===== src/hdl/uartrf_pkg.sv =====
package uartrf_pkg;

    typedef enum logic [1:0] {
        OP_READ    = 2'd0,
        OP_WRITE   = 2'd1,
        OP_LINE_RX = 2'd2,
        OP_LINE_TX = 2'd3
    } opcode_t;

    // register offsets
    localparam logic [2:0] REG_DATA = 3'd0;  // RBR / THR, DLL under DLAB
    localparam logic [2:0] REG_IER  = 3'd1;  // DLM under DLAB
    localparam logic [2:0] REG_IIR  = 3'd2;  // FCR on write
    localparam logic [2:0] REG_LCR  = 3'd3;
    localparam logic [2:0] REG_MCR  = 3'd4;
    localparam logic [2:0] REG_LSR  = 3'd5;
    localparam logic [2:0] REG_MSR  = 3'd6;
    localparam logic [2:0] REG_SCR  = 3'd7;

    localparam int LCR_DLAB    = 7;
    localparam int LSR_DR      = 0;
    localparam int LSR_OE      = 1;
    localparam int LSR_THRE    = 5;
    localparam int LSR_TEMT    = 6;
    localparam int FCR_ENABLE  = 0;
    localparam int FCR_RX_CLR  = 1;
    localparam int FCR_TX_CLR  = 2;
    localparam int IER_BITS    = 4;
    localparam int MCR_BITS    = 5;

    localparam logic [7:0] IIR_NO_INT  = 8'h01;
    localparam logic [7:0] IIR_FIFO_ON = 8'hC0;
    localparam logic [7:0] DLL_RESET   = 8'h01;

    typedef struct packed {
        opcode_t    opcode;
        logic [2:0] address;
        logic [7:0] write_data;
        logic [7:0] line_byte;
    } item_t;

    typedef struct packed {
        logic push;
        logic pop;
        logic clear;
    } fifo_cmd_t;

    typedef struct packed {
        logic [7:0] read_data;
        logic       tx_valid;
        logic [7:0] tx_byte;
    } result_t;

endpackage


===== src/hdl/uartrf_fifo.sv =====
module uartrf_fifo import uartrf_pkg::*; #(
    parameter int DEPTH = 16,
    localparam int IW = (DEPTH > 1) ? $clog2(DEPTH) : 1,
    localparam int CW = $clog2(DEPTH + 1)
) (
    input  logic          aclk,
    input  logic          aresetn,
    input  fifo_cmd_t     cmd,
    input  logic [7:0]    push_data,
    output logic [CW-1:0] count,
    output logic [7:0]    head_data
);

    localparam int SW = IW + 1;

    logic [IW-1:0] head_reg, head_next;
    logic [CW-1:0] count_reg, count_next;
    logic [7:0]    head_data_reg;
    logic [7:0]    mem [DEPTH];
    logic [SW-1:0] tail_sum;
    logic [IW-1:0] tail;

    // write slot: head + count, wrapped once
    always_comb begin
        tail_sum = SW'(head_reg) + SW'(count_reg);
        if (tail_sum >= SW'(DEPTH)) begin
            tail_sum = tail_sum - SW'(DEPTH);
        end
        tail = tail_sum[IW-1:0];
    end

    always_comb begin
        head_next  = head_reg;
        count_next = count_reg;
        if (cmd.clear) begin
            head_next  = '0;
            count_next = '0;
        end else if (cmd.push) begin
            count_next = count_reg + CW'(1);
        end else if (cmd.pop) begin
            head_next  = (head_reg == IW'(DEPTH - 1)) ? '0 : head_reg + IW'(1);
            count_next = count_reg - CW'(1);
        end
    end

    always_ff @(posedge aclk) begin
        if (!aresetn) begin
            head_reg  <= '0;
            count_reg <= '0;
        end else begin
            head_reg  <= head_next;
            count_reg <= count_next;
        end
    end

    // prefetch the word at the next head, bypassing a write to the same slot
    always_ff @(posedge aclk) begin
        if (cmd.push) begin
            mem[tail] <= push_data;
        end
        head_data_reg <= (cmd.push && tail == head_next) ? push_data : mem[head_next];
    end

    assign count     = count_reg;
    assign head_data = head_data_reg;

`ifndef NO_ASSERTIONS
    a_count_bound: assert property (@(posedge aclk) disable iff (!aresetn)
        count_reg <= CW'(DEPTH))
        else $error("fifo count above depth");

    a_single_cmd: assert property (@(posedge aclk) disable iff (!aresetn)
        $onehot0({cmd.push, cmd.pop, cmd.clear}))
        else $error("more than one fifo command in a cycle");

    a_clear_empties: assert property (@(posedge aclk) disable iff (!aresetn)
        cmd.clear |=> count_reg == '0)
        else $error("fifo not empty after clear");

    a_no_pop_empty: assert property (@(posedge aclk) disable iff (!aresetn)
        cmd.pop |-> count_reg != '0)
        else $error("pop from empty fifo");

    a_no_push_full: assert property (@(posedge aclk) disable iff (!aresetn)
        cmd.push |-> count_reg < CW'(DEPTH))
        else $error("push into full fifo");
`endif

endmodule


===== src/hdl/uartrf_regs.sv =====
module uartrf_regs import uartrf_pkg::*; #(
    parameter int DEPTH = 16,
    localparam int CW = $clog2(DEPTH + 1)
) (
    input  logic          aclk,
    input  logic          aresetn,
    input  logic          item_valid,
    input  item_t         item,
    input  logic [CW-1:0] rx_count,
    input  logic [CW-1:0] tx_count,
    input  logic [7:0]    rx_head_data,
    input  logic [7:0]    tx_head_data,
    output fifo_cmd_t     rx_cmd,
    output fifo_cmd_t     tx_cmd,
    output result_t       result,
    output logic [15:0]   baud_divisor,
    output logic [7:0]    line_control,
    output logic [7:0]    modem_control
);

    logic [7:0]          dll_reg, dll_next;
    logic [7:0]          dlm_reg, dlm_next;
    logic [IER_BITS-1:0] ier_reg, ier_next;
    logic [7:0]          lcr_reg, lcr_next;
    logic [MCR_BITS-1:0] mcr_reg, mcr_next;
    logic [7:0]          scr_reg, scr_next;
    logic                fifo_en_reg, fifo_en_next;
    logic                overrun_reg, overrun_next;

    logic       dlab;
    logic       rx_full;
    logic       tx_full;
    logic       tx_empty;
    logic       mode_change;
    logic [7:0] lsr;

    always_comb begin
        dlab        = lcr_reg[LCR_DLAB];
        rx_full     = fifo_en_reg ? (rx_count == CW'(DEPTH)) : (rx_count != '0);
        tx_full     = fifo_en_reg ? (tx_count == CW'(DEPTH)) : (tx_count != '0);
        tx_empty    = (tx_count == '0);
        mode_change = item.write_data[FCR_ENABLE] != fifo_en_reg;

        lsr           = '0;
        lsr[LSR_DR]   = (rx_count != '0);
        lsr[LSR_OE]   = overrun_reg;
        lsr[LSR_THRE] = tx_empty;
        lsr[LSR_TEMT] = tx_empty;

        dll_next     = dll_reg;
        dlm_next     = dlm_reg;
        ier_next     = ier_reg;
        lcr_next     = lcr_reg;
        mcr_next     = mcr_reg;
        scr_next     = scr_reg;
        fifo_en_next = fifo_en_reg;
        overrun_next = overrun_reg;
        rx_cmd       = '0;
        tx_cmd       = '0;
        result       = '0;

        if (item_valid) begin
            unique case (item.opcode)
                OP_READ: begin
                    unique case (item.address)
                        REG_DATA: begin
                            if (dlab) begin
                                result.read_data = dll_reg;
                            end else if (rx_count != '0) begin
                                result.read_data = rx_head_data;
                                rx_cmd.pop       = 1'b1;
                            end
                        end
                        REG_IER: result.read_data = dlab ? dlm_reg : 8'(ier_reg);
                        REG_IIR: result.read_data = fifo_en_reg ? (IIR_NO_INT | IIR_FIFO_ON)
                                                                : IIR_NO_INT;
                        REG_LCR: result.read_data = lcr_reg;
                        REG_MCR: result.read_data = 8'(mcr_reg);
                        REG_LSR: begin
                            result.read_data = lsr;
                            overrun_next     = 1'b0;
                        end
                        REG_MSR: result.read_data = '0;
                        REG_SCR: result.read_data = scr_reg;
                    endcase
                end
                OP_WRITE: begin
                    unique case (item.address)
                        REG_DATA: begin
                            if (dlab) begin
                                dll_next = item.write_data;
                            end else if (tx_full) begin
                                overrun_next = 1'b1;
                            end else begin
                                tx_cmd.push = 1'b1;
                            end
                        end
                        REG_IER: begin
                            if (dlab) begin
                                dlm_next = item.write_data;
                            end else begin
                                ier_next = item.write_data[IER_BITS-1:0];
                            end
                        end
                        REG_IIR: begin
                            fifo_en_next = item.write_data[FCR_ENABLE];
                            rx_cmd.clear = mode_change || item.write_data[FCR_RX_CLR];
                            tx_cmd.clear = mode_change || item.write_data[FCR_TX_CLR];
                        end
                        REG_LCR: lcr_next = item.write_data;
                        REG_MCR: mcr_next = item.write_data[MCR_BITS-1:0];
                        REG_LSR, REG_MSR: ;
                        REG_SCR: scr_next = item.write_data;
                    endcase
                end
                OP_LINE_RX: begin
                    if (rx_full) begin
                        overrun_next = 1'b1;
                    end else begin
                        rx_cmd.push = 1'b1;
                    end
                end
                OP_LINE_TX: begin
                    if (!tx_empty) begin
                        tx_cmd.pop      = 1'b1;
                        result.tx_valid = 1'b1;
                        result.tx_byte  = tx_head_data;
                    end
                end
            endcase
        end
    end

    always_ff @(posedge aclk) begin
        if (!aresetn) begin
            dll_reg     <= DLL_RESET;
            dlm_reg     <= '0;
            ier_reg     <= '0;
            lcr_reg     <= '0;
            mcr_reg     <= '0;
            scr_reg     <= '0;
            fifo_en_reg <= 1'b0;
            overrun_reg <= 1'b0;
        end else begin
            dll_reg     <= dll_next;
            dlm_reg     <= dlm_next;
            ier_reg     <= ier_next;
            lcr_reg     <= lcr_next;
            mcr_reg     <= mcr_next;
            scr_reg     <= scr_next;
            fifo_en_reg <= fifo_en_next;
            overrun_reg <= overrun_next;
        end
    end

    assign baud_divisor  = {dlm_reg, dll_reg};
    assign line_control  = lcr_reg;
    assign modem_control = 8'(mcr_reg);

endmodule


===== src/hdl/uart_register_file.sv =====
// Register side of a 16550-style UART.
// Input words (s_ channel) carry one event each: a bus read or write at
// offsets 0..7, a byte received from the line, or a request from the line
// transmitter for its next byte. The event kind travels in s_tuser.
// Every input word yields exactly one output word (m_ channel): the read
// byte, the byte handed to the transmitter (flagged by m_tuser), and the
// divisor, LCR, MCR and both FIFO levels as they stand after the event.
// Each accepted word is held in the input register, then processed into
// the result register, and its result is valid from then on.
// Throughput: one word per cycle while the receiver is ready; the FIFO
// pointers and control registers are updated by a single level of logic,
// and the byte at each FIFO head is prefetched from its memory into a register.
// Reset (aresetn low, synchronous) empties both FIFOs, drops any word in
// flight, loads the divisor with 1 and clears the other registers.
// If the receiver stalls, the result is held, one further input word is
// stored and then s_tready falls; no state changes until the result is taken.
module uart_register_file import uartrf_pkg::*; #(
    parameter int FIFO_DEPTH = 16,
    localparam int CW = $clog2(FIFO_DEPTH + 1)
) (
    input  logic        aclk,
    input  logic        aresetn,
    input  logic        s_tvalid,
    output logic        s_tready,
    input  logic [23:0] s_tdata,   // address[2:0], write_data[10:3], line_byte[18:11], zero
    input  logic [1:0]  s_tuser,   // opcode[1:0]
    output logic        m_tvalid,
    input  logic        m_tready,
    output logic [63:0] m_tdata,   // read_data[7:0], tx_byte[15:8], baud_divisor[31:16],
                                   // line_control[39:32], modem_control[47:40],
                                   // rx_level[52:48], tx_level[57:53], zero
    output logic [0:0]  m_tuser    // tx_valid[0]
);

    logic          in_valid_reg;
    item_t         item_reg;
    logic          out_valid_reg;
    result_t       result_reg;
    logic          advance;

    fifo_cmd_t     rx_cmd, tx_cmd;
    result_t       result;
    logic [CW-1:0] rx_count, tx_count;
    logic [7:0]    rx_head_data, tx_head_data;
    logic [15:0]   baud_divisor;
    logic [7:0]    line_control;
    logic [7:0]    modem_control;

    // process the held word when the result slot is free or being emptied
    assign advance  = in_valid_reg && (!out_valid_reg || m_tready);
    assign s_tready = !in_valid_reg || advance;

    always_ff @(posedge aclk) begin
        if (!aresetn) begin
            in_valid_reg  <= 1'b0;
            out_valid_reg <= 1'b0;
        end else begin
            if (s_tready) begin
                in_valid_reg <= s_tvalid;
            end
            if (advance) begin
                out_valid_reg <= 1'b1;
            end else if (m_tready) begin
                out_valid_reg <= 1'b0;
            end
        end
    end

    always_ff @(posedge aclk) begin
        if (s_tready && s_tvalid) begin
            item_reg.opcode     <= opcode_t'(s_tuser);
            item_reg.address    <= s_tdata[2:0];
            item_reg.write_data <= s_tdata[10:3];
            item_reg.line_byte  <= s_tdata[18:11];
        end
        if (advance) begin
            result_reg <= result;
        end
    end

    uartrf_regs #(.DEPTH(FIFO_DEPTH)) u_regs (
        .aclk          (aclk),
        .aresetn       (aresetn),
        .item_valid    (advance),
        .item          (item_reg),
        .rx_count      (rx_count),
        .tx_count      (tx_count),
        .rx_head_data  (rx_head_data),
        .tx_head_data  (tx_head_data),
        .rx_cmd        (rx_cmd),
        .tx_cmd        (tx_cmd),
        .result        (result),
        .baud_divisor  (baud_divisor),
        .line_control  (line_control),
        .modem_control (modem_control)
    );

    uartrf_fifo #(.DEPTH(FIFO_DEPTH)) u_rx_fifo (
        .aclk      (aclk),
        .aresetn   (aresetn),
        .cmd       (rx_cmd),
        .push_data (item_reg.line_byte),
        .count     (rx_count),
        .head_data (rx_head_data)
    );

    uartrf_fifo #(.DEPTH(FIFO_DEPTH)) u_tx_fifo (
        .aclk      (aclk),
        .aresetn   (aresetn),
        .cmd       (tx_cmd),
        .push_data (item_reg.write_data),
        .count     (tx_count),
        .head_data (tx_head_data)
    );

    // state fields are live registers: they only move when a new result loads
    assign m_tvalid = out_valid_reg;
    assign m_tuser  = result_reg.tx_valid;
    assign m_tdata  = {6'b0, 5'(tx_count), 5'(rx_count), modem_control, line_control,
                       baud_divisor, result_reg.tx_byte, result_reg.read_data};

endmodule


===== config.mk =====
export PLATFORM = sky130hd
export DESIGN_NAME = uart_register_file
export DESIGN_NICKNAME = d
export VERILOG_FILES = /design/src/hdl/uartrf_pkg.sv /design/src/hdl/uartrf_fifo.sv /design/src/hdl/uartrf_regs.sv /design/src/hdl/uart_register_file.sv
export SDC_FILE = /design/constraint.sdc
export NUM_CORES = 1
export LEC_CHECK = 0
export BUFFER_PORTS_ARGS = -buffer_cell sky130_fd_sc_hd__buf_4
export CAP_MARGIN = 25
export CORE_AREA = 2 2 293 150
export CTS_BUF_LIST = sky130_fd_sc_hd__clkbuf_8
export DETAILED_ROUTE_END_ITERATION = 6
export DIE_AREA = 0 0 295 152
export SLEW_MARGIN = 5
export SYNTH_ARGS = -nofsm -noshare
export SYNTH_HDL_FRONTEND = slang
export SYNTH_SLANG_ARGS = --single-unit

===== constraint.sdc =====
create_clock -name aclk -period 3.1 [get_ports aclk]
set_input_delay 0.62 -clock aclk [delete_from_list [all_inputs] [get_ports aclk]]
set_output_delay 0.62 -clock aclk [all_outputs]
set_load 0.02 [all_outputs]

==> impl_metrics.env <==
export IMPL_fmax_ghz=0.343
export IMPL_viasPerCell=5.10
export IMPL_synthFlopType="edfxtp_1"
export IMPL_start_kind="register"
export IMPL_status="finished clean"
export IMPL_ys_seq_elements=365
export IMPL_die_h_um=152
export IMPL_fin_crit_ns=2.92
export IMPL_postCtsHoldBufs=0
export IMPL_critPathMaxStageDelay_ns=0.48
export IMPL_cts_buffer_depth=3
export IMPL_design_power_total_uw=9530
export IMPL_max_slew_margin=0.291
export IMPL_fin_tns_setup_ns=0
export IMPL_busiest_layer="met1"
export IMPL_clock_latency_ns=0.64
export IMPL_die_w_um=295
export IMPL_syn_avg_cell_area_sq_um=15.9
export IMPL_cp_required_ns=3.63
export IMPL_powerDensity_nw_per_um2=532
export IMPL_leakagePower_uw=0.00642
export IMPL_met2_usage=0.218
export IMPL_switching_share=0.232
export IMPL_syn_cell_area_sq_um=15100
export IMPL_vias=8965
export IMPL_layout_commonest_cell="edfxtp_1"
export IMPL_vdd_drop_max_uv=297
export IMPL_utilization=0.420
export IMPL_rsz0062_at_grt="no"
export IMPL_grt_pass1_wl_mm=57.6
export IMPL_multi_input_area_sq_um=4600
export IMPL_postPlaceCellArea_sq_um=16900
export IMPL_numCtsBuffers=54
export IMPL_fin_crit_sh=0.941
export IMPL_crit_path_end_kind="register"
export IMPL_antenna_found_initial=2
export IMPL_pwr_share_comb=0.037
export IMPL_rows=54
export IMPL_synth_cell_type_count=60
export IMPL_final_seq_area_sq_um=10300
export IMPL_grt_ovfl_total=0
export IMPL_cts_sinks=365
export IMPL_drv_cap=0
export IMPL_fillers=3861
export IMPL_finalSetupViolations=0
export IMPL_clk_pin_slew_worst_paths_ns=0.07
export IMPL_worst_pin_slew_ns=1.06
export IMPL_skew_ns=0.0470
export IMPL_grtUsageMet1=0.291
export IMPL_gr_usage_met3=0.0468
export IMPL_drc_errors=0
export IMPL_crit_family="simple AND/OR/NAND/NOR gates"
export IMPL_worst_path_max_delay_cell="or3b_2"
export IMPL_ys_seq_area_frac=0.678
export IMPL_die_area_sq_um=44800
export IMPL_switching_power_uw=2210
export IMPL_core_sq_um=42600
export IMPL_design_area_sq_um=17900
export IMPL_crit_path_cell_trace="inv_1 > ha_1 > or3b_2 > mux2i_4 > nand2_1 > buf_4 > inv_2 > fa_1 > or3_1 > a21oi_1"
export IMPL_pwr_share_seq=0.566
export IMPL_wl_mm=39.2
export IMPL_async_flop_share=0
export IMPL_area_growth_syn_to_layout_pct=18.5
export IMPL_dp_hpwl_mm=27.4
export IMPL_crit_fanout=6
export IMPL_postSynthCellCount=950
export IMPL_ios=97
export IMPL_grt_max_degree=43
export IMPL_p_int_uw=7320
export IMPL_nNetsFinal=1177
export IMPL_start_util=0.355
export IMPL_first_pass_iters=5
export IMPL_cts_tree="built"
export IMPL_finalMaxSlewViolations=0
export IMPL_cp_arrival_ns=3.44
export IMPL_hold_violations=0
export IMPL_gp_congestion=0.806
export IMPL_pre_cts_ws_ns=0.188
export IMPL_setup_slack_ns=0.183
export IMPL_track_usage=0.175
export IMPL_final_cell_mix="294 x edfxtp_1, 160 x buf_4, 98 x nor2_1"
export IMPL_detail_route_wl_per_cell_um=22.3
export IMPL_ant_nets=0
export IMPL_grt_pass1_vias=8690
export IMPL_yosysWarnings=0
export IMPL_drtIter0Drc=1024
export IMPL_path_class="reg -> reg"
export IMPL_root_buffer="clkbuf_8"
export IMPL_synth_edf_count=294
export IMPL_drive_gt1_frac=0.249
export IMPL_port_buffers=82
export IMPL_critPathBufInv=3
export IMPL_htreeDepth=2
export IMPL_p_clk_frac=0.397
export IMPL_hold_class="in -> reg"
-- worst reg2reg max path, stage by stage (launching register included) --
cell      delay, ns
edfxtp_1       0.44
inv_1          0.11
ha_1           0.16
or3b_2         0.48
mux2i_4        0.23
nand2_1        0.16
buf_4          0.21
inv_2          0.11
fa_1           0.43
or3_1          0.39
a21oi_1        0.14
-- synth_stat cells, types with 3 or more instances --
cell	count	share of area
mux2_2	4	0.0030
a31oi_1	4	0.0017
nand4_1	10	0.0041
dfxtp_1	71	0.094
xnor2_1	12	0.0069
nor4_1	9	0.0037
nor3b_1	3	0.0015
a21oi_1	24	0.0079
o21ai_0	18	0.0060
ha_1	20	0.017
inv_1	15	0.0037
nor3_1	5	0.0017
buf_2	11	0.0036
a32oi_1	5	0.0029
nand3_1	15	0.0050
a22oi_1	4	0.0020
mux4_2	46	0.068
or3_1	5	0.0021
and3_1	3	0.0012
nand2b_1	5	0.0021
o211ai_1	5	0.0025
mux4_1	12	0.021
nand2_1	28	0.0069
nor2b_1	13	0.0054
edfxtp_1	294	0.58
a21o_1	4	0.0020
a211oi_1	20	0.0099
mux2i_1	87	0.058
buf_1	5	0.0012
fa_1	4	0.0053
and2_1	5	0.0021
buf_4	11	0.0055
nor2_1	98	0.024
a2111oi_0	4	0.0023
clkbuf_1	23	0.0057
nand3b_1	9	0.0045
a221oi_1	5	0.0029
xor2_1	6	0.0035
-- layout make-up --
class	count	share of cell area
Clock inverter	45	0.0146
Sequential cell	365	0.572
Clock buffer	56	0.0430
Tap cell	588	0.0411
Antenna cell	2	0.000279
Multi-Input combinational cell	523	0.257
Inverter	18	0.00377
Timing Repair Buffer	161	0.0682
-- cells by family after synthesis --
group / share of synthesized area
flip-flops: 0.678
AND/OR/NAND/NOR: 0.0709
other: 0.000248
multiplexers: 0.151
buffers and inverters: 0.0220
AO/OA/AOI/OAI: 0.0455
adder cells (fa/ha/maj): 0.0218
XOR/XNOR: 0.0104
-- stage by stage --
step	std cells	hold slack (ns)
2_1_floorplan	958	0.435
3_3_place_gp	1655	0.474
6_report	1758	0.154
4_1_cts	1756	0.111
3_5_place_dp	1655	0.486
5_1_grt	1758	0.119
-- worst paths after layout --
check / from / to / slack [ns] / depth (start not counted)
worst max-delay path: item_reg[20] / u_tx_fifo.count[1] / 0.18 / 10
worst min register to register: u_regs.ier_reg[3] / u_regs.ier_reg[3] / 0.50 / 2
worst min-delay path: s_tdata[13] / item_reg[2] / 0.15 / 1
worst max register to register: item_reg[20] / u_tx_fifo.count[1] / 0.18 / 10
-- what timing repair did --
item,CTS,global route
buffers inserted,0,0
gates resized for setup,0,1
setup endpoints to repair,0,1
hold endpoints to repair,0,0
-- power by group through the flow --
stage                     registers, uW  logic [uW]  clock network (uW)
final                              5390         351                3780
after global routing               5400         375                4100
after CTS                          5390         348                3880
after detailed placement           5500         346                   0
after global placement             5500         342                   0
after floorplan                    5500         163                   0
-- layer usage --
layer / wire length (um) / part of all wire
met3: 3940 / 0.10
met5: 0 / 0
met4: 696 / 0.018
met1: 19700 / 0.50
met2: 14900 / 0.38
(Power assumes the default switching activity.)
